**src/rtl/grid_neighbor_finder_macros.svh**
```systemverilog
// Assertion macros shared by the grid neighbour finder modules.
`ifndef GRID_NEIGHBOR_FINDER_MACROS_SVH
`define GRID_NEIGHBOR_FINDER_MACROS_SVH

// Same-cycle implication, disabled while reset is asserted.
`define GNF_ASSERT_IMPL(label, clk, rstn, ante, cons) \
label: assert property (@(posedge clk) disable iff (!(rstn)) (ante) |-> (cons)) \
    else $error("gnf assertion failed");

// Next-cycle implication, disabled while reset is asserted.
`define GNF_ASSERT_NEXT(label, clk, rstn, ante, cons) \
label: assert property (@(posedge clk) disable iff (!(rstn)) (ante) |=> (cons)) \
    else $error("gnf assertion failed");

`endif

```
**src/rtl/gnf_pkg.sv**
```systemverilog
package gnf_pkg;

    localparam int COORD_W    = 8;
    localparam int DIM_W      = COORD_W + 1;
    localparam int POS_W      = COORD_W + 2;
    localparam int ADDR_W     = 2 * COORD_W;
    localparam int MAX_WIDTH  = 1 << COORD_W;
    localparam int MAX_HEIGHT = 1 << COORD_W;
    localparam int NUM_DIRS   = 8;
    localparam int DIR_W      = 3;

    localparam logic [1:0] MODE_WRITE = 2'd0;
    localparam logic [1:0] MODE_CROSS = 2'd1;
    localparam logic [1:0] MODE_EIGHT = 2'd2;

    localparam logic REG_GRID_WIDTH  = 1'b0;
    localparam logic REG_GRID_HEIGHT = 1'b1;

    localparam int IN_BITS = 3 * COORD_W + 2;

    typedef struct packed {
        logic               wall_bit;
        logic               corner_needs_sides;
        logic [COORD_W-1:0] distance;
        logic [COORD_W-1:0] node_y;
        logic [COORD_W-1:0] node_x;
    } in_item_t;

    typedef struct packed {
        logic signed [POS_W-1:0] ny;
        logic signed [POS_W-1:0] nx;
    } pos_t;

    typedef struct packed {
        logic              we;
        logic [ADDR_W-1:0] waddr;
        logic              wdata;
        logic [ADDR_W-1:0] raddr;
    } ram_req_t;

    typedef struct packed {
        logic                eight;
        logic [COORD_W-1:0]  x;
        logic [COORD_W-1:0]  y;
        logic [COORD_W-1:0]  d;
        logic [NUM_DIRS-1:0] mask;
    } scan_res_t;

    function automatic pos_t neighbor_pos(input logic [COORD_W-1:0] x,
                                          input logic [COORD_W-1:0] y,
                                          input logic [COORD_W-1:0] d,
                                          input logic eight,
                                          input logic [DIR_W-1:0] dir);
        logic signed [POS_W-1:0] sx;
        logic signed [POS_W-1:0] sy;
        logic signed [POS_W-1:0] sd;
        pos_t p;
        sx = signed'({2'b00, x});
        sy = signed'({2'b00, y});
        sd = signed'({2'b00, d});
        p.nx = sx;
        p.ny = sy;
        if (eight) begin
            case (dir)
                3'd0: p.ny = sy - sd;
                3'd1: begin p.nx = sx + sd; p.ny = sy - sd; end
                3'd2: p.nx = sx + sd;
                3'd3: begin p.nx = sx + sd; p.ny = sy + sd; end
                3'd4: p.ny = sy + sd;
                3'd5: begin p.nx = sx - sd; p.ny = sy + sd; end
                3'd6: p.nx = sx - sd;
                default: begin p.nx = sx - sd; p.ny = sy - sd; end
            endcase
        end else begin
            case (dir[1:0])
                2'd0: p.nx = sx + sd;
                2'd1: p.ny = sy + sd;
                2'd2: p.nx = sx - sd;
                default: p.ny = sy - sd;
            endcase
        end
        return p;
    endfunction

    function automatic logic in_grid(input pos_t p,
                                     input logic [DIM_W-1:0] w,
                                     input logic [DIM_W-1:0] h);
        return !p.nx[POS_W-1] && !p.ny[POS_W-1] &&
               (p.nx[DIM_W-1:0] < w) && (p.ny[DIM_W-1:0] < h);
    endfunction

endpackage

```
**src/rtl/gnf_scan.sv**
```systemverilog
`include "grid_neighbor_finder_macros.svh"

module gnf_scan (
    input  logic                          aclk,
    input  logic                          aresetn,
    input  logic                          s_tvalid,
    output logic                          s_tready,
    input  logic [gnf_pkg::IN_BITS-1:0]   item_bits,
    input  logic [1:0]                    mode,
    input  logic [gnf_pkg::DIM_W-1:0]     grid_w,
    input  logic [gnf_pkg::DIM_W-1:0]     grid_h,
    output gnf_pkg::ram_req_t             ram_req,
    input  logic                          ram_rdata,
    output logic                          res_valid,
    input  logic                          res_ready,
    output gnf_pkg::scan_res_t            res
);

    typedef enum logic [3:0] {
        S_IDLE = 4'b0001,
        S_READ = 4'b0010,
        S_WAIT = 4'b0100,
        S_HAND = 4'b1000
    } state_t;

    state_t                          state_reg;
    state_t                          state_next;
    gnf_pkg::in_item_t               item;
    logic                            accept;
    logic                            is_query;
    logic                            wr_inb;
    logic [gnf_pkg::COORD_W-1:0]     x_reg;
    logic [gnf_pkg::COORD_W-1:0]     y_reg;
    logic [gnf_pkg::COORD_W-1:0]     d_reg;
    logic                            eight_reg;
    logic                            sides_reg;
    logic [gnf_pkg::DIR_W-1:0]       idx_reg;
    logic [gnf_pkg::DIR_W-1:0]       last_idx;
    logic                            cap_act_reg;
    logic [gnf_pkg::DIR_W-1:0]       cap_idx_reg;
    logic                            cap_inb_reg;
    logic [gnf_pkg::NUM_DIRS-1:0]    open_reg;
    logic [gnf_pkg::NUM_DIRS-1:0]    mask;
    gnf_pkg::pos_t                   rd_pos;
    logic                            rd_inb;
    logic                            issue;

    assign item     = item_bits;
    assign s_tready = (state_reg == S_IDLE);
    assign accept   = s_tvalid && s_tready;
    assign issue    = (state_reg == S_READ);
    assign last_idx = eight_reg ? gnf_pkg::DIR_W'(7) : gnf_pkg::DIR_W'(3);

    always_comb begin
        unique case (mode)
            gnf_pkg::MODE_CROSS, gnf_pkg::MODE_EIGHT: is_query = 1'b1;
            default: is_query = 1'b0;
        endcase
    end

    assign wr_inb = ({1'b0, item.node_x} < grid_w) && ({1'b0, item.node_y} < grid_h);

    assign rd_pos = gnf_pkg::neighbor_pos(x_reg, y_reg, d_reg, eight_reg, idx_reg);
    assign rd_inb = gnf_pkg::in_grid(rd_pos, grid_w, grid_h);

    assign ram_req.we    = accept && (mode == gnf_pkg::MODE_WRITE) && wr_inb;
    assign ram_req.waddr = {item.node_y, item.node_x};
    assign ram_req.wdata = item.wall_bit;
    assign ram_req.raddr = {rd_pos.ny[gnf_pkg::COORD_W-1:0], rd_pos.nx[gnf_pkg::COORD_W-1:0]};

    always_comb begin
        state_next = state_reg;
        unique case (state_reg)
            S_IDLE: begin
                if (accept && is_query) begin
                    state_next = S_READ;
                end
            end
            S_READ: begin
                if (idx_reg == last_idx) begin
                    state_next = S_WAIT;
                end
            end
            S_WAIT: state_next = S_HAND;
            S_HAND: begin
                if (res_ready) begin
                    state_next = S_IDLE;
                end
            end
            default: state_next = S_IDLE;
        endcase
    end

    always_ff @(posedge aclk) begin
        if (!aresetn) begin
            state_reg   <= S_IDLE;
            cap_act_reg <= 1'b0;
        end else begin
            state_reg   <= state_next;
            cap_act_reg <= issue;
        end
    end

    always_ff @(posedge aclk) begin
        cap_idx_reg <= idx_reg;
        cap_inb_reg <= rd_inb;
        if (accept) begin
            x_reg     <= item.node_x;
            y_reg     <= item.node_y;
            d_reg     <= item.distance;
            eight_reg <= (mode == gnf_pkg::MODE_EIGHT);
            sides_reg <= (mode == gnf_pkg::MODE_EIGHT) && item.corner_needs_sides;
            idx_reg   <= '0;
            open_reg  <= '0;
        end else if (issue) begin
            idx_reg <= idx_reg + gnf_pkg::DIR_W'(1);
        end
        if (cap_act_reg) begin
            open_reg[cap_idx_reg] <= cap_inb_reg && !ram_rdata;
        end
    end

    // A corner is kept only when both flanking side cells are open, if asked.
    always_comb begin
        for (int i = 0; i < gnf_pkg::NUM_DIRS; i++) begin
            mask[i] = open_reg[i];
            if ((i % 2 == 1) && sides_reg) begin
                mask[i] = open_reg[i] &&
                          open_reg[(i + gnf_pkg::NUM_DIRS - 1) % gnf_pkg::NUM_DIRS] &&
                          open_reg[(i + 1) % gnf_pkg::NUM_DIRS];
            end
        end
    end

    assign res_valid  = (state_reg == S_HAND);
    assign res.eight  = eight_reg;
    assign res.x      = x_reg;
    assign res.y      = y_reg;
    assign res.d      = d_reg;
    assign res.mask   = mask;

    `GNF_ASSERT_NEXT(a_wait_to_hand, aclk, aresetn, state_reg == S_WAIT, state_reg == S_HAND)
    `GNF_ASSERT_IMPL(a_read_bound, aclk, aresetn, state_reg == S_READ, idx_reg <= last_idx)
    `GNF_ASSERT_IMPL(a_cross_upper, aclk, aresetn, res_valid && !eight_reg, open_reg[7:4] == 4'd0)

endmodule

```
**config.mk**
```make
export PLATFORM = sky130hd
export DESIGN_NAME = gnf_scan
export DESIGN_NICKNAME = d
export VERILOG_FILES = /design/src/rtl/gnf_pkg.sv /design/src/rtl/gnf_scan.sv
export VERILOG_INCLUDE_DIRS = /design/src /design/src/rtl
export SDC_FILE = /design/constraint.sdc
export NUM_CORES = 1
export LEC_CHECK = 0
export ABC_CLOCK_PERIOD_IN_PS = 9900
export BUFFER_PORTS_ARGS = -buffer_cell sky130_fd_sc_hd__buf_2
export CAP_MARGIN = 20
export CORE_MARGIN = 3
export CORE_UTILIZATION = 33
export DETAILED_ROUTE_END_ITERATION = 6
export GPL_TIMING_DRIVEN = 0
export SLEW_MARGIN = 20
export SYNTH_ARGS = -nofsm -noshare
export SYNTH_HDL_FRONTEND = slang
export SYNTH_SLANG_ARGS = --single-unit
```
**constraint.sdc**
```tcl
create_clock -name aclk -period 9.9 [get_ports aclk]
set_clock_uncertainty 0.2 [all_clocks]
set_input_delay 0.495 -clock aclk [delete_from_list [all_inputs] [get_ports aclk]]
set_output_delay 0.495 -clock aclk [all_outputs]
set_load 0.02 [all_outputs]
```
==> impl_metrics.csv <==
group,metric,value,unit
run_status,status,"complete, no violations",
floorplanning,core_area,14000,um^2
sta,max_clock_freq,218,MHz
clocking,ctsLongestPathBuffers,2,
sta,fin_crit,4.60,ns
worst_setup_path,crit_path_end_kind,"flip-flop",
cells_and_area,num_antenna_cells,0,
drt,dr.first_iter.drc_count,381,
synth,ys_ff_latch,46,
drt,route.detailed.drc,0,
cells_and_area,final_area,5720,um^2
synth,synthesis.instances,563,
global_route,antenna_found_initial,0,
floorplanning,die_x,126,um
synth,yosysSeqAreaShare,24.9,%
synth,synth_area_leaders,"ha_1, edfxtp_1, dfxtp_1, a21oi_1, inv_1",
clocking,cts_buffers,5,
synth,yosys.area.top_type,"ha_1",
synth,synth_top_area_share,18.4,%
clocking,cts_setup_buffers,0,
place,dp_hpwl,12100,um
sta,post-route-period-util,46.4,%
place,post-place-cells,861,
drt,drtPass1Iterations,5,
drt,wl,14900,um
clocking,cts.clk_slew.worst_paths,0.07,ns
floorplanning,io_pins,120,
drt,wl_per_cell,17.1,um
synth,yosys_warnings,0,
worst_setup_path,critPathKind,"reg -> reg",
global_route,grt_first_pass_wirelength,23800,um
clocking,clock_latency,0.31,ns
global_route,grt_max_degree,35,
place,io_buffers,118,
power,leakagePower,2.61,nW
synth,synth_edf_count,26,
clocking,cts_tree,"done",
worst_setup_path,cp.arrival,4.64,ns
synth,syn_nets,688,
clocking,ctsResizeCount,0,
worst_setup_path,crit_path_max_fanout,6,
drt,wl_met2,6820,um
drt,viasPerCell,5.44,
synth,ys.flop_type,"edfxtp_1",
power,pwr_density_cell,241,nW/um^2
sta,rsz0062_at_grt,"no",
cells_and_area,drive_gt1_share,24.8,%
sta,worst_pin_slew,0.752,ns
worst_setup_path,worst-endpoint-required,9.95,ns
synth,synthTopCellsByCount,"ha_1, inv_1, a21oi_1, nor2_1, o21ai_0",
clocking,cts.sinks,46,
synth,synthMostInstantiatedCell,"ha_1",
drt,dr.max_layer_used,"met4",
worst_hold_path,hp-class,"reg -> reg",
clocking,htreeDepth,2,
worst_setup_path,critPathLaunchType,"flip-flop",
drt,dr_total_vias,4731,
global_route,grt_pass1_vias,4650,
sta,relSlewSlack,49.8,%
global_route,global_route.usage.total,18.5,%
drt,drt-met1-wl,6740,um
global_route,overflow,0,
floorplanning,floorplan.initialDensity,33.9,%
place,gp_congestion,0.895,
clocking,clock-root-buffer,"clkbuf_16",
sta,hold_violations,0,
floorplanning,fp-row-count,43,
power,ir_worst_vdd,0.133,mV
sta,tns,0,ns
synth,synthArstFlopShare,0,%
synth,synth.distinct_cells,65,
job,cap_violations,0,
cells_and_area,layoutNonFillerInstCount,869,
floorplanning,floorplan.die_area,15900,um^2
floorplanning,chipHeight,126,um
clocking,holdBufCountCts,0,
sta,drv_slew,0,
drt,met3_length,1010,um
synth,netlist_area,4750,um^2
sta,final-setup-viol-count,0,
cells_and_area,areaGrowthSynthToFinish,20.6,%
cells_and_area,final_nets,813,
synth,avgSynthCellArea,8.43,um^2
drt,ant_nets,0,
place,dpl_cell_area,5560,um^2
cells by family (layout without fill, tap and decap cells):
kind of cell / count (synthesis) / after routing / synth area share, %
buf+inv: 98 / 224 / 9.83
compound gates: 184 / 184 / 26.6
xor+xnor: 19 / 19 / 3.50
mux: 2 / 2 / 0.448
flops: 46 / 46 / 24.9
fa+ha+maj: 74 / 74 / 20.1
simple gates: 140 / 140 / 14.6
power breakdown:
part           leakage [nW]  internal (W)  switching (W)
logic                  2.12      0.000341       0.000557
registers             0.411      0.000244      0.0000516
clock network        0.0763     0.0000970      0.0000871
total                  2.61      0.000683       0.000696
per-stage QoR:
stage | util [%] | setup WS (ns) | power, W | hold slack (ns)
floorplan | - | 5.53 | 0.000919 | 0.126
global placement | 39.8 | 5.44 | 0.00116 | 0.137
detailed placement | 39.8 | 5.38 | 0.00118 | 0.139
CTS | 40.9 | 5.33 | 0.00138 | 0.151
global route | 40.9 | 5.01 | 0.00149 | 0.151
finish | 40.9 | 5.30 | 0.00138 | 0.158
layer usage:
metal / global-route usage (%) / vias to the layer above
met5: 0 / -
met4: 5.80 / 0
met3: 3.27 / 32
met2: 31.0 / 198
met1: 24.4 / 2208
li1: - / 2293
area by class of cell:
cell class / count / area [um^2]
Buffer: 43 / 260
Clock buffer: 5 / 125
Clock inverter: 3 / 28.8
Fill cell: 1422 / 8260
Inverter: 55 / 206
Multi-Input combinational cell: 419 / 3110
Sequential cell: 46 / 1180
Tap cell: 180 / 225
Timing Repair Buffer: 118 / 591
worst max-delay path, cell delays in order, from the launching register on:
cell and delay, ns:
edfxtp_1 0.57, inv_1 0.22, fa_1 0.52, a21o_1 0.19, a21o_1 0.23, a21o_1 0.22, a21oi_1 0.17, xnor2_1 0.24
o22ai_1 0.15, nor3_1 0.40, ha_1 0.33, a21oi_1 0.16, nor2b_1 0.06, o21ai_0 0.16, o211ai_1 0.10, a2111oi_0 0.39
and3_1 0.23
path summary, 6_finish.rpt:
kind	end	depth (start not counted)	from	slack (ns)
setup / recovery	cap_inb_reg$_DFF_P_	16	d_reg[1]$_DFFE_PP_	5.30
hold / removal	cap_idx_reg[2]$_DFF_P_	0	idx_reg[2]$_SDFFE_PP0P_	0.16
setup reg to reg	cap_inb_reg$_DFF_P_	16	d_reg[1]$_DFFE_PP_	5.30
hold reg to reg	cap_idx_reg[2]$_DFF_P_	0	idx_reg[2]$_SDFFE_PP0P_	0.16
layout by cell type (no fill, tap or decap), types with 5 or more instances in the layout:
| master | count |
|---|---|
| nor3_1 | 11 |
| inv_1 | 53 |
| a22oi_1 | 8 |
| or2_2 | 5 |
| clkbuf_1 | 13 |
| dfxtp_1 | 20 |
| nand2_1 | 31 |
| clkbuf_16 | 5 |
| a211oi_1 | 11 |
| nand2b_1 | 9 |
| o211ai_1 | 7 |
| o21ai_0 | 32 |
| nand3_1 | 8 |
| a221oi_1 | 10 |
| buf_4 | 22 |
| a21boi_0 | 7 |
| o22ai_1 | 5 |
| nand4_1 | 5 |
| a21o_1 | 10 |
| a21oi_1 | 44 |
| ha_1 | 70 |
| buf_2 | 124 |
| nor2_1 | 42 |
| nor2b_1 | 11 |
| xnor2_1 | 16 |
| edfxtp_1 | 26 |
Power figures use the tool's default switching activity.
