**config.mk**
```make
export PLATFORM = sky130hd
export DESIGN_NAME = gnf_emit
export DESIGN_NICKNAME = d
export VERILOG_FILES = /design/src/rtl/gnf_pkg.sv /design/src/rtl/gnf_emit.sv
export VERILOG_INCLUDE_DIRS = /design/src /design/src/rtl
export SDC_FILE = /design/constraint.sdc
export NUM_CORES = 1
export LEC_CHECK = 0
export ABC_AREA = 1
export BUFFER_PORTS_ARGS = -buffer_cell sky130_fd_sc_hd__clkbuf_2
export CAP_MARGIN = 15
export CORE_MARGIN = 2
export CORE_UTILIZATION = 53
export DETAILED_ROUTE_END_ITERATION = 8
export PLACE_DENSITY = 0.79
export SKIP_LAST_GASP = 1
export SYNTH_ARGS = -nofsm -noshare
export SYNTH_HDL_FRONTEND = slang
export SYNTH_SLANG_ARGS = --single-unit
```
**constraint.sdc**
```tcl
create_clock -name aclk -period 2.2 [get_ports aclk]
set_input_delay 0.11 -clock aclk [delete_from_list [all_inputs] [get_ports aclk]]
set_output_delay 0.11 -clock aclk [all_outputs]
set_load 0.005 [all_outputs]
```
**src/rtl/grid_neighbor_finder_macros.svh**
```systemverilog
// Assertion macros shared by the grid neighbour finder modules.
`ifndef GRID_NEIGHBOR_FINDER_MACROS_SVH
`define GRID_NEIGHBOR_FINDER_MACROS_SVH

// Same-cycle implication, disabled while reset is asserted.
`define GNF_ASSERT_IMPL(label, clk, rstn, ante, cons) \
label: assert property (@(posedge clk) disable iff (!(rstn)) (ante) |-> (cons)) \
    else $error("gnf assertion failed");

// Next-cycle implication, disabled while reset is asserted.
`define GNF_ASSERT_NEXT(label, clk, rstn, ante, cons) \
label: assert property (@(posedge clk) disable iff (!(rstn)) (ante) |=> (cons)) \
    else $error("gnf assertion failed");

`endif

```
**src/rtl/gnf_pkg.sv**
```systemverilog
package gnf_pkg;

    localparam int COORD_W    = 8;
    localparam int DIM_W      = COORD_W + 1;
    localparam int POS_W      = COORD_W + 2;
    localparam int ADDR_W     = 2 * COORD_W;
    localparam int MAX_WIDTH  = 1 << COORD_W;
    localparam int MAX_HEIGHT = 1 << COORD_W;
    localparam int NUM_DIRS   = 8;
    localparam int DIR_W      = 3;

    localparam logic [1:0] MODE_WRITE = 2'd0;
    localparam logic [1:0] MODE_CROSS = 2'd1;
    localparam logic [1:0] MODE_EIGHT = 2'd2;

    localparam logic REG_GRID_WIDTH  = 1'b0;
    localparam logic REG_GRID_HEIGHT = 1'b1;

    localparam int IN_BITS = 3 * COORD_W + 2;

    typedef struct packed {
        logic               wall_bit;
        logic               corner_needs_sides;
        logic [COORD_W-1:0] distance;
        logic [COORD_W-1:0] node_y;
        logic [COORD_W-1:0] node_x;
    } in_item_t;

    typedef struct packed {
        logic signed [POS_W-1:0] ny;
        logic signed [POS_W-1:0] nx;
    } pos_t;

    typedef struct packed {
        logic              we;
        logic [ADDR_W-1:0] waddr;
        logic              wdata;
        logic [ADDR_W-1:0] raddr;
    } ram_req_t;

    typedef struct packed {
        logic                eight;
        logic [COORD_W-1:0]  x;
        logic [COORD_W-1:0]  y;
        logic [COORD_W-1:0]  d;
        logic [NUM_DIRS-1:0] mask;
    } scan_res_t;

    function automatic pos_t neighbor_pos(input logic [COORD_W-1:0] x,
                                          input logic [COORD_W-1:0] y,
                                          input logic [COORD_W-1:0] d,
                                          input logic eight,
                                          input logic [DIR_W-1:0] dir);
        logic signed [POS_W-1:0] sx;
        logic signed [POS_W-1:0] sy;
        logic signed [POS_W-1:0] sd;
        pos_t p;
        sx = signed'({2'b00, x});
        sy = signed'({2'b00, y});
        sd = signed'({2'b00, d});
        p.nx = sx;
        p.ny = sy;
        if (eight) begin
            case (dir)
                3'd0: p.ny = sy - sd;
                3'd1: begin p.nx = sx + sd; p.ny = sy - sd; end
                3'd2: p.nx = sx + sd;
                3'd3: begin p.nx = sx + sd; p.ny = sy + sd; end
                3'd4: p.ny = sy + sd;
                3'd5: begin p.nx = sx - sd; p.ny = sy + sd; end
                3'd6: p.nx = sx - sd;
                default: begin p.nx = sx - sd; p.ny = sy - sd; end
            endcase
        end else begin
            case (dir[1:0])
                2'd0: p.nx = sx + sd;
                2'd1: p.ny = sy + sd;
                2'd2: p.nx = sx - sd;
                default: p.ny = sy - sd;
            endcase
        end
        return p;
    endfunction

    function automatic logic in_grid(input pos_t p,
                                     input logic [DIM_W-1:0] w,
                                     input logic [DIM_W-1:0] h);
        return !p.nx[POS_W-1] && !p.ny[POS_W-1] &&
               (p.nx[DIM_W-1:0] < w) && (p.ny[DIM_W-1:0] < h);
    endfunction

endpackage

```
**src/rtl/gnf_emit.sv**
```systemverilog
`include "grid_neighbor_finder_macros.svh"

module gnf_emit (
    input  logic                        aclk,
    input  logic                        aresetn,
    input  logic                        res_valid,
    output logic                        res_ready,
    input  gnf_pkg::scan_res_t          res,
    output logic                        m_tvalid,
    input  logic                        m_tready,
    output logic                        found,
    output logic [gnf_pkg::COORD_W-1:0] neighbor_x,
    output logic [gnf_pkg::COORD_W-1:0] neighbor_y,
    output logic [gnf_pkg::DIR_W-1:0]   direction,
    output logic                        last
);

    logic                          busy_reg;
    logic                          nf_reg;
    logic [gnf_pkg::NUM_DIRS-1:0]  mask_reg;
    logic [gnf_pkg::NUM_DIRS-1:0]  mask_rest;
    logic                          eight_reg;
    logic [gnf_pkg::COORD_W-1:0]   x_reg;
    logic [gnf_pkg::COORD_W-1:0]   y_reg;
    logic [gnf_pkg::COORD_W-1:0]   d_reg;
    logic                          m_tvalid_reg;
    logic                          found_reg;
    logic [gnf_pkg::COORD_W-1:0]   nx_reg;
    logic [gnf_pkg::COORD_W-1:0]   ny_reg;
    logic [gnf_pkg::DIR_W-1:0]     dir_reg;
    logic                          last_reg;
    logic [gnf_pkg::DIR_W-1:0]     dir_sel;
    gnf_pkg::pos_t                 pos;
    logic                          take;
    logic                          out_free;
    logic                          step;
    logic                          final_word;

    assign res_ready  = !busy_reg;
    assign take       = res_valid && res_ready;
    assign out_free   = !m_tvalid_reg || m_tready;
    assign step       = busy_reg && out_free;

    always_comb begin
        dir_sel = '0;
        for (int i = gnf_pkg::NUM_DIRS - 1; i >= 0; i--) begin
            if (mask_reg[i]) begin
                dir_sel = gnf_pkg::DIR_W'(i);
            end
        end
    end

    assign mask_rest  = mask_reg & ~(gnf_pkg::NUM_DIRS'(1) << dir_sel);
    assign final_word = nf_reg || (mask_rest == '0);
    assign pos        = gnf_pkg::neighbor_pos(x_reg, y_reg, d_reg, eight_reg, dir_sel);

    always_ff @(posedge aclk) begin
        if (!aresetn) begin
            busy_reg     <= 1'b0;
            m_tvalid_reg <= 1'b0;
        end else begin
            if (take) begin
                busy_reg <= 1'b1;
            end else if (step && final_word) begin
                busy_reg <= 1'b0;
            end
            if (step) begin
                m_tvalid_reg <= 1'b1;
            end else if (m_tready) begin
                m_tvalid_reg <= 1'b0;
            end
        end
    end

    always_ff @(posedge aclk) begin
        if (take) begin
            mask_reg  <= res.mask;
            nf_reg    <= (res.mask == '0);
            eight_reg <= res.eight;
            x_reg     <= res.x;
            y_reg     <= res.y;
            d_reg     <= res.d;
        end else if (step) begin
            mask_reg <= mask_rest;
        end
        if (step) begin
            found_reg <= !nf_reg;
            nx_reg    <= nf_reg ? '0 : pos.nx[gnf_pkg::COORD_W-1:0];
            ny_reg    <= nf_reg ? '0 : pos.ny[gnf_pkg::COORD_W-1:0];
            dir_reg   <= nf_reg ? '0 : dir_sel;
            last_reg  <= final_word;
        end
    end

    assign m_tvalid   = m_tvalid_reg;
    assign found      = found_reg;
    assign neighbor_x = nx_reg;
    assign neighbor_y = ny_reg;
    assign direction  = dir_reg;
    assign last       = last_reg;

    `GNF_ASSERT_IMPL(a_nf_word, aclk, aresetn, m_tvalid_reg && !found_reg, last_reg && nx_reg == '0 && ny_reg == '0 && dir_reg == '0)
    `GNF_ASSERT_IMPL(a_nf_mask, aclk, aresetn, busy_reg && nf_reg, mask_reg == '0)
    `GNF_ASSERT_NEXT(a_release, aclk, aresetn, step && final_word, !busy_reg)

endmodule
```
==> reports/qor.yml, run 1 <==
worst_setup_path:
  cpMostUsedCell: "nand2_1"
  cp.arrival_ns: 2.36
  cp_slowest_cell: "edfxtp_1"
  critPathRequiredTime_ns: 2.37
  cp_max_fo: 4
  critPathLaunch: "d_reg[0]$_DFFE_PP_"
  slowest_delay_ns: 0.46
  criticalPathCategory: "reg -> reg"
  path_cells: "ha_2 > fa_2 > nand3b_1 > nand2_1 > xor2_1 > nand2_1 > nand3_1 > o21ai_0 > a31oi_1"
  r2r_start: "d_reg[0]$_DFFE_PP_"
  critPathLaunchType: "register"
  critPathCaptureType: "register"
sta:
  period_needed_ns: 2.19
  period_share_pct: 99.5
  rsz0062_at_grt: "yes"
  finalHoldViolCount: 0
  tightestPinTransition_ns: 0.593
  max_slew_margin_pct: 60.4
  max_freq_ghz: 0.457
  fin_skew_ns: 0.00986
  timing.setup.tns_ns: 0
  slew_violations: 0
  finalSetupViolations: 0
logic_synthesis:
  synth_edf_count: 55
  seq_area_frac_synth_pct: 40.7
  synth_area_sq_um: 4160
  syn_nets: 565
  yosysUniqueCellTypes: 42
  synth_top_cell_by_area: "edfxtp_1"
  synth_compound_area_share_pct: 11.6
  ys_ff_latch: 57
  synth_top_family_by_area: "simple AND/OR/NAND/NOR gates"
  synth_ff_type: "edfxtp_1"
  yosysTopAreaCellShare_pct: 39.7
  avgSynthCellArea_sq_um: 8.38
  yosys_warnings: 0
  synthMuxAreaShare_pct: 0
  syn-instance-count: 496
  synth_top_cells_by_area: "edfxtp_1, nand2_1, ha_1, inv_1, xor2_1"
  synth_fa_ha_area_share_pct: 10.4
  synth-xor-area-share_pct: 4.85
  ys_async_sr_fraction_pct: 0
  synthSimpleGateAreaFrac_pct: 25.5
pwr:
  leakage_nw: 2.49
  power.switching_w: 0.00129
  pwr-share-clk_pct: 27.4
  ir_worst_vdd_mv: 0.389
  switching_share_pct: 35.4
  seq_power_share_pct: 38.1
  p_comb_share_pct: 34.5
  intPower_w: 0.00235
  powerDensity_nw_per_um2: 685
floorplanning:
  die_h_um: 92.5
  io_pins: 60
  dieArea_sq_um: 8560
  die_w_um: 92.5
  rows: 32
  core_sq_um: 7650
  start_util_pct: 54.3
global_route:
  overflow: 0
  met3_usage_pct: 5.61
  grt_pass1_wl_mm: 17.0
  grtUsageMet1_pct: 33.8
  grt_max_degree: 23
  grt_pass1_vias: 3608
  grt_usage_pct: 26.0
  grt_most_used_layer: "met2"
  antenna_found_initial: 0
  gr-usage-met2_pct: 42.9
placed_design:
  gp_congestion: 0.923
  place_hpwl_mm: 8.06
  place.port_buffers: 59
outcome:
  status: "complete, no violations"
cts:
  clk_latency_ns: 0.35
  clockBufferDepth: 2
  h-tree-depth: 3
  clk_pin_slew_ns: 0.07
  cts_buffers: 9
  cts_root_buf: "clkbuf_8"
  cts_sinks: 57
  cts_tree: "built"
finish:
  area_growth_pct: 27.6
  drive_above_1_share_pct: 25.4
  post-route-util_pct: 69.4
  nNetsFinal: 686
  num_antenna_cells: 0
routing:
  vias_per_cell: 5.35
  drt-pass1-iter-count: 5
  vias: 3871
  wl_per_cell_um: 14.8
  wirelength_mm: 10.7
  drcViolationCount: 0
  drtAntennaViolNets: 0
  drt_iter0_drc: 281
worst_hold_path:
  worstHoldStart: "aresetn"
  min_path_type: "in -> reg"
run:
  maxCapViolations: 0
-- what timing repair did --
action / CTS / global route
hold endpoints to repair: 25 / 0
gates resized for setup: 1 / 20
pin swaps: 0 / 4
endpoints found under the setup margin: 1 / 9
buffers inserted: 0 / 9
hold buffers: 25 / 0
-- worst paths after layout --
path / endpoint / slack (ns) / cells after the start
setup / recovery: neighbor_y[4]$_SDFFCE_PP0P_ / 0.01 / 9
hold / removal: m_tvalid$_SDFFE_PN0P_ / 0.006 / 2
setup reg to reg: neighbor_y[4]$_SDFFCE_PP0P_ / 0.01 / 9
hold reg to reg: m_tvalid$_SDFFE_PN0P_ / 0.51 / 2
-- area by class of cell --
class | count | area (sq um)
clock buffer | 10 | 138
clock inverter | 6 | 57.6
fill | 591 | 2340
inverter | 62 | 238
multi-input combinational | 366 | 2230
sequential | 57 | 1690
tap | 102 | 128
timing repair buffer | 121 | 823
-- synthesized netlist by cell type, types with 5 or more instances --
master and number:
o21ai_1 6, o21ai_0 23, a21oi_1 30, xor2_1 19, nand4_1 12, edfxtp_1 55, nor2_1 39, inv_1 57
nand2_1 126, o211ai_1 6, a31oi_1 5, clkbuf_1 5, ha_1 28, nand3_1 23, nand2_2 5, nand2_4 5
-- metal layers --
layer | vias up | part of all wire, %
met3 | 18 | 8.7
met5 | - | 0
met4 | 0 | 1.8
met2 | 208 | 47
met1 | 1755 | 42
li1 | 1890 | -
-- cells in the final DEF (no fill, tap or decap), types with 3 or more instances in the layout --
cell / instances
clkbuf_2: 59
nand2_1: 125
inv_2: 7
clkinv_2: 4
nor2_4: 4
nor2_2: 3
dlygate4sd3_1: 25
ha_2: 5
buf_4: 37
o211ai_1: 6
xor2_1: 19
nand2_2: 6
o21ai_1: 6
xnor2_1: 4
fa_2: 3
nand3_1: 21
clkbuf_8: 10
nand3b_1: 3
edfxtp_1: 55
o21bai_1: 4
nand4_1: 12
nand2_4: 5
a21oi_1: 29
ha_1: 22
nor2_1: 38
inv_1: 53
o21ai_0: 23
a31oi_1: 4
-- metrics by stage --
step | total power, W | std cells | worst slack (ns) | hold slack, ns | cell area (sq um)
4_1_cts | 0.00357 | 715 | 0.00358 | 0.00917 | 5180
3_3_place_gp | 0.00254 | 674 | 0.0151 | 0.286 | 4730
5_1_grt | 0.00382 | 724 | -0.0790 | 0.0254 | 5300
6_report | 0.00363 | 724 | 0.0112 | 0.00562 | 5300
3_5_place_dp | 0.00256 | 674 | -0.0138 | 0.289 | 4730
2_1_floorplan | 0.00222 | 496 | 0.175 | 0.209 | 4160
-- worst max-delay path, delay by kind of cell, from the launching register on --
family,cells,cell delay [ns]
adders and majority gates,2,0.59
and+or+nand+nor,4,0.44
DFF,1,0.46
xor gates and xnor gates,1,0.24
AOI/OAI and AO/OA,2,0.29
-- power groups by stage --
stage	Clock (W)	Combinational, W	Sequential (W)
floorplan	0	0.000815	0.00140
CTS	0.000987	0.00120	0.00138
global placement	0	0.00113	0.00140
detailed placement	0	0.00115	0.00141
finish	0.000995	0.00125	0.00138
global route	0.00104	0.00139	0.00139
-- kinds of logic (layout without fill, tap and decap cells) --
kind of cell    Yosys count  after routing
compound gates           82             82
buf+inv                  73            199
flops                    57             57
fa+ha+maj                32             32
simple gates            229            229
xor+xnor                 23             23
No activity file was read; power rests on OpenSTA's default activity.
==> run 2, diff against run 1 <==
--- a/config.mk
+++ b/config.mk
@@ -13,6 +13,7 @@
 export CORE_UTILIZATION = 53
 export DETAILED_ROUTE_END_ITERATION = 8
 export PLACE_DENSITY = 0.79
+export SETUP_SLACK_MARGIN = 0.05
 export SKIP_LAST_GASP = 1
 export SYNTH_ARGS = -nofsm -noshare
 export SYNTH_HDL_FRONTEND = slang
==> constraint.sdc (replaced) <==
create_clock -name aclk -period 2.2 [get_ports aclk]
set_input_delay 0.44 -clock aclk [delete_from_list [all_inputs] [get_ports aclk]]
set_output_delay 0.44 -clock aclk [all_outputs]
set_load 0.005 [all_outputs]
==> run 2 against run 1 <==
Net effect: combinational power about the same; global-route usage decreased by 0.80 points; register-to-register slack about the same; hold slack improved by 0.27 ns; via count decreased by 0.41%; critical path type unchanged; critical endpoint is now neighbor_y[3]$_SDFFCE_PP0P_; highest routed layer unchanged.
==> reports/qor.yml, run 2 (same netlist as run 1, synthesis figures left out) <==
cts:
  clk_pin_slew_ns: 0.07  # about the same
  cts_sinks: 57  # unchanged
  clk_latency_ns: 0.34  # about the same
  h-tree-depth: 3  # unchanged
  cts_buffers: 9  # unchanged
  cts_tree: "built"
  clockBufferDepth: 2  # unchanged
  cts_root_buf: "clkbuf_8"
finish:
  fin_cells: 699  # -3.5%
  fillers: 628  # +6.3%
  layout_commonest_cell: "nand2_1"
  post-route-util_pct: 67.6  # -1.7 points
  drive_above_1_share_pct: 29.3  # +3.9 points
  most-common-layout-cells: "nand2_1, clkbuf_2, edfxtp_1"
  area_growth_pct: 24.5
  num_antenna_cells: 0  # unchanged
  nNetsFinal: 661  # -3.6%
global_route:
  antenna_found_initial: 0  # unchanged
  grt_max_degree: 23  # unchanged
  overflow: 0  # unchanged
  grt_pass1_wl_mm: 16.7  # -1.7%
  grt_usage_pct: 25.2  # -0.80 points
  grt_pass1_vias: 3551  # -1.6%
sta:
  fin_skew_ns: 0.0101  # +0.000272 ns
  period_share_pct: 99.2  # -0.26 points
  rsz0062_at_grt: "yes"
  finalSetupViolations: 0  # unchanged
  max_slew_margin_pct: 60.2  # -0.25 points
  setup_ws_ns: 0.0168  # +0.00563 ns
  finalHoldViolCount: 0  # unchanged
  tightestPinTransition_ns: 0.597  # +0.00378 ns
  period_needed_ns: 2.18  # -0.00563 ns
  hold_ws_ns: 0.272  # +0.266 ns
  slew_violations: 0  # unchanged
  timing.setup.tns_ns: 0  # unchanged
  max_freq_ghz: 0.458  # +0.26%
routing:
  drt-pass1-iter-count: 5  # unchanged
  drtAntennaViolNets: 0  # unchanged
  vias_per_cell: 5.52  # +3.1%
  wirelength_mm: 10.7  # -0.61%
  wl_per_cell_um: 15.3  # +2.9%
  drcViolationCount: 0  # unchanged
  vias: 3855  # -0.41%
  drt_iter0_drc: 257  # -8.5%
worst_setup_path:
  crit_family: "flip-flops"
  path_cells: "buf_4 > ha_1 > nand2_1 > o21ai_0 > buf_4 > xor2_1 > nand2_1 > nand3_1 > o21ai_0 > nor2_1"
  cp_max_fo: 4  # unchanged
  critPathBufInv: 2  # +2
  critPathCaptureType: "register"
  criticalPathCategory: "reg -> reg"
  critPathLaunchType: "register"
  slowest_delay_ns: 0.46  # about the same
  cp.arrival_ns: 2.33  # -0.03 ns
  cp_slowest_cell: "edfxtp_1"
  critPathRequiredTime_ns: 2.35  # -0.02 ns
floorplanning:
  die_w_um: 92.5  # unchanged
  die_h_um: 92.5  # unchanged
  rows: 32  # unchanged
  start_util_pct: 54.3  # unchanged
  core_sq_um: 7650  # unchanged
  io_pins: 60  # unchanged
  dieArea_sq_um: 8560  # unchanged
placed_design:
  place_hpwl_mm: 8.09  # +0.34%
  dp_slack_ns: -0.111  # -0.0976 ns
  place.port_buffers: 59  # unchanged
  dp.cells: 672  # -0.30%
  gp_congestion: 0.884  # -4.1%
run:
  maxCapViolations: 0  # unchanged
pwr:
  powerDensity_nw_per_um2: 709  # +3.5%
  leakage_nw: 2.39  # -3.9%
  ir_worst_vdd_mv: 0.441  # +13%
outcome:
  status: "complete, no violations"
worst_hold_path:
  min_path_type: "in -> reg"
==> run 2: cell types whose count changed in the layout (fill, tap and decap cells not counted), sizes merged <==
| cell | delta |
|---|---|
| clkinv | -2 |
| clkinvlp | -1 |
| clkbuf | +3 |
| dlygate4sd3 | -25 |
==> run 2: metrics by stage <==
stage,power [W],cell area (sq um)
final,0.00367,5170
after detailed placement,0.00256,4720
after global routing,0.00386,5170
after global placement,0.00253,4720
after CTS,0.00357,4970
after floorplan,0.00222,4160
==> run 2: worst reg2reg max path: stages, from the launching register on <==
cell      delay, ns
edfxtp_1       0.46
buf_4          0.18
ha_1           0.29
nand2_1        0.05
o21ai_0        0.18
buf_4          0.17
xor2_1         0.21
nand2_1        0.07
nand3_1        0.08
o21ai_0        0.08
nor2_1         0.23
==> run 2: power by group <==
group	switching, W	internal (W)
clock	0.000420	0.000582
sequential	0.0000635	0.00132
combinational	0.000803	0.000477
total	0.00129	0.00238
==> run 2: metal layers <==
metal	track usage (%)	wire length (um)	vias up
met1	34.3	4610	1800
met3	4.07	784	22
met4	9.70	229	0
met5	0	0	-
met2	40.6	5050	190
li1	-	-	1843
==> run 2: timing repair <==
action                                  CTS  global route
endpoints found under the setup margin    5            11
pin swaps                                 1            13
setup buffers                             4             7
hold buffers                              0             0
resized for setup                         6            39
==> run 2: path summary, 6_finish.rpt <==
kind                         startpoint                     endpoint  cells past startpoint  slack, ns
setup reg to reg     y_reg[1]$_DFFE_PP_  neighbor_y[3]$_SDFFCE_PP0P_                     10       0.02
setup / recovery     y_reg[1]$_DFFE_PP_  neighbor_y[3]$_SDFFCE_PP0P_                     10       0.02
hold / removal                  res[10]           d_reg[2]$_DFFE_PP_                      1       0.27
hold reg to reg   m_tvalid$_SDFFE_PN0P_        m_tvalid$_SDFFE_PN0P_                      2       0.53
==> run 2: final cells by class <==
type                            instances  area (sq um)  share of cell area [%]
Inverter                               62           238                    4.60
Tap cell                              102           128                    2.47
Clock buffer                           13           159                    3.07
Timing Repair Buffer                   96           577                    11.2
Multi-Input combinational cell        366          2340                    45.2
Clock inverter                          3          40.0                   0.774
Sequential cell                        57          1690                    32.7
==> run 3, diff against run 2 <==
--- a/config.mk
+++ b/config.mk
@@ -11,8 +11,10 @@
 export CAP_MARGIN = 15
 export CORE_MARGIN = 2
 export CORE_UTILIZATION = 53
+export CTS_BUF_LIST = sky130_fd_sc_hd__clkbuf_16
 export DETAILED_ROUTE_END_ITERATION = 8
 export PLACE_DENSITY = 0.79
+export RECOVER_POWER = 50
 export SETUP_SLACK_MARGIN = 0.05
 export SKIP_LAST_GASP = 1
 export SYNTH_ARGS = -nofsm -noshare
==> run 3 against run 2 <==
Net effect: critical path depth unchanged; non-clock buffer count fell by 1; sequential power is essentially flat; first-iteration DRC count is 7.8% higher; sequential share of layout area fell by 0.21 points; global-route usage grew 0.18 points; clock skew down 0.0037 ns; hold slack better by 0.012 ns; setup slack improved by 0.0074 ns; maximum frequency grew 0.34%.
==> reports/qor.yml, run 3 (same netlist as run 1, synthesis figures left out) <==
worst_setup_path:
  slowest_delay_ns: 0.45  # about the same
  crit_family: "simple AND/OR/NAND/NOR gates"
  critPathRequiredTime_ns: 2.27  # -0.08 ns
  cp_slowest_cell: "edfxtp_1"
  path_depth: 10  # unchanged
  critPathBufInv: 1  # -1
  criticalPathCategory: "reg -> reg"
  cp.arrival_ns: 2.25  # -0.08 ns
  reg2reg_depth: 10  # unchanged
  path_cells: "buf_4 > ha_1 > nor2_1 > nand2_1 > nand2_2 > a21oi_4 > xor2_2 > o21ai_1 > nor3b_2 > nor2_2"
  critPathCaptureType: "register"
  critPathLaunchType: "register"
  cp_max_fo: 4  # unchanged
global_route:
  grt_pass1_vias: 3564  # +0.37%
  grt_max_degree: 23  # unchanged
  overflow: 0  # unchanged
  antenna_found_initial: 0  # unchanged
  grt_pass1_wl_mm: 16.7  # -0.33%
  grt_usage_pct: 25.4  # +0.18 points
sta:
  tightestPinTransition_ns: 1.18  # +0.581 ns
  fin_skew_ns: 0.00641  # -0.00372 ns
  max_freq_ghz: 0.460  # +0.34%
  rsz0062_at_grt: "yes"
  period_needed_ns: 2.18  # -0.00736 ns
  finalSetupViolations: 0  # unchanged
  finalHoldViolCount: 0  # unchanged
  slew_violations: 0  # unchanged
  max_slew_margin_pct: 21.5  # -39 points
  period_share_pct: 98.9  # -0.33 points
cts:
  cts_sinks: 57  # unchanged
  h-tree-depth: 3  # unchanged
  clk_pin_slew_ns: 0.05  # -0.02 ns
  cts_root_buf: "clkbuf_16"
  cts_buffers: 9  # unchanged
  clockBufferDepth: 2  # unchanged
  clk_latency_ns: 0.33  # about the same
  cts_tree: "built"
placed_design:
  place_hpwl_mm: 8.09  # unchanged
  gp_congestion: 0.884  # unchanged
  dp.cells: 672  # unchanged
  place.port_buffers: 59  # unchanged
run:
  maxCapViolations: 0  # unchanged
finish:
  fillers: 624  # -0.64%
  num_antenna_cells: 0  # unchanged
  drive_above_1_share_pct: 26.3  # -3.0 points
  area_growth_pct: 25.3
  nNetsFinal: 660  # -0.15%
  fin_cells: 698  # -0.14%
  layout_commonest_cell: "nand2_1"
  most-common-layout-cells: "nand2_1, edfxtp_1, inv_1"
  post-route-util_pct: 68.1  # +0.44 points
routing:
  drt_iter0_drc: 277  # +7.8%
  drtAntennaViolNets: 0  # unchanged
  vias: 3767  # -2.3%
  vias_per_cell: 5.40  # -2.1%
  wirelength_mm: 10.7  # -0.19%
  drcViolationCount: 0  # unchanged
  wl_per_cell_um: 15.3  # about the same
  drt-pass1-iter-count: 5  # unchanged
floorplanning:
  dieArea_sq_um: 8560  # unchanged
  die_h_um: 92.5  # unchanged
  die_w_um: 92.5  # unchanged
  start_util_pct: 54.3  # unchanged
  core_sq_um: 7650  # unchanged
  rows: 32  # unchanged
  io_pins: 60  # unchanged
outcome:
  status: "complete, no violations"
pwr:
  powerDensity_nw_per_um2: 762  # +7.5%
  leakage_nw: 2.42  # +1.1%
  ir_worst_vdd_mv: 0.419  # -5.1%
worst_hold_path:
  whs_path_depth: 1  # unchanged
  min_path_type: "in -> reg"
==> run 3: changes by cell type in the layout (fill, tap and decap cells not counted), moves of 3 or more <==
cell       previous run  this run
clkbuf_2             59        53
clkbuf_16             0         9
ha_1                 20        23
clkbuf_1              2         7
clkbuf_8             11         0
inv_1                50        54
==> run 3: report_power, final <==
part / internal, W / leakage (nW) / switching [W]
clock network: 0.000854 / 0.147 / 0.000464
logic: 0.000464 / 1.72 / 0.000798
registers: 0.00133 / 0.548 / 0.0000623
total: 0.00264 / 2.42 / 0.00132
==> run 3: what timing repair did <==
action | CTS | global route
hold buffers | 0 | 0
buffers inserted | 4 | 6
setup endpoints to repair | 5 | 11
gates resized for setup | 9 | 28
pin swaps | 3 | 10
hold endpoints to repair | 0 | 0
gates cloned | 0 | 0
==> run 3: layout make-up <==
cell class / count / area [sq um] / share of cell area [%]
Clock buffer: 9 / 225 / 4.33
Tap cell: 102 / 128 / 2.45
Clock inverter: 7 / 55.1 / 1.06
Inverter: 62 / 238 / 4.57
Multi-Input combinational cell: 366 / 2310 / 44.4
Timing Repair Buffer: 95 / 554 / 10.6
Sequential cell: 57 / 1690 / 32.5
==> run 3: path summary, 6_finish.rpt <==
check | slack (ns) | from | endpoint
max | 0.02 | y_reg[1]$_DFFE_PP_ | neighbor_y[5]$_SDFFCE_PP0P_
min | 0.28 | res[10] | d_reg[2]$_DFFE_PP_
max reg2reg | 0.02 | y_reg[1]$_DFFE_PP_ | neighbor_y[5]$_SDFFCE_PP0P_
min reg2reg | 0.53 | m_tvalid$_SDFFE_PN0P_ | m_tvalid$_SDFFE_PN0P_
==> run 3: layer usage <==
layer / part of all wire, % / up-vias / GRT usage, %
li1: - / 1847 / -
met1: 43 / 1738 / 33.7
met2: 48 / 154 / 41.8
met3: 6.9 / 28 / 3.99
met4: 2.1 / 0 / 10.2
met5: 0 / - / 0
==> run 3: worst reg2reg max path: stages (launching register included) <==
cell and delay [ns]:
edfxtp_1 0.45, buf_4 0.18, ha_1 0.28, nor2_1 0.04
nand2_1 0.07, nand2_2 0.10, a21oi_4 0.18, xor2_2 0.21
o21ai_1 0.11, nor3b_2 0.22, nor2_2 0.07
==> run 3: metrics by stage <==
step / TNS [ns] / cell area, sq um / hold slack [ns] / setup WS (ns) / total power [W]
final: 0 / 5200 / 0.284 / 0.0241 / 0.00397
after detailed placement: -0.111 / 4720 / 0.530 / -0.111 / 0.00256
after CTS: 0 / 5070 / 0.280 / 0.0334 / 0.00390
after global routing: -0.353 / 5200 / 0.285 / -0.0826 / 0.00417
after floorplan: 0 / 4160 / 0.486 / 0.163 / 0.00222
after global placement: -0.0575 / 4720 / 0.485 / -0.0575 / 0.00253
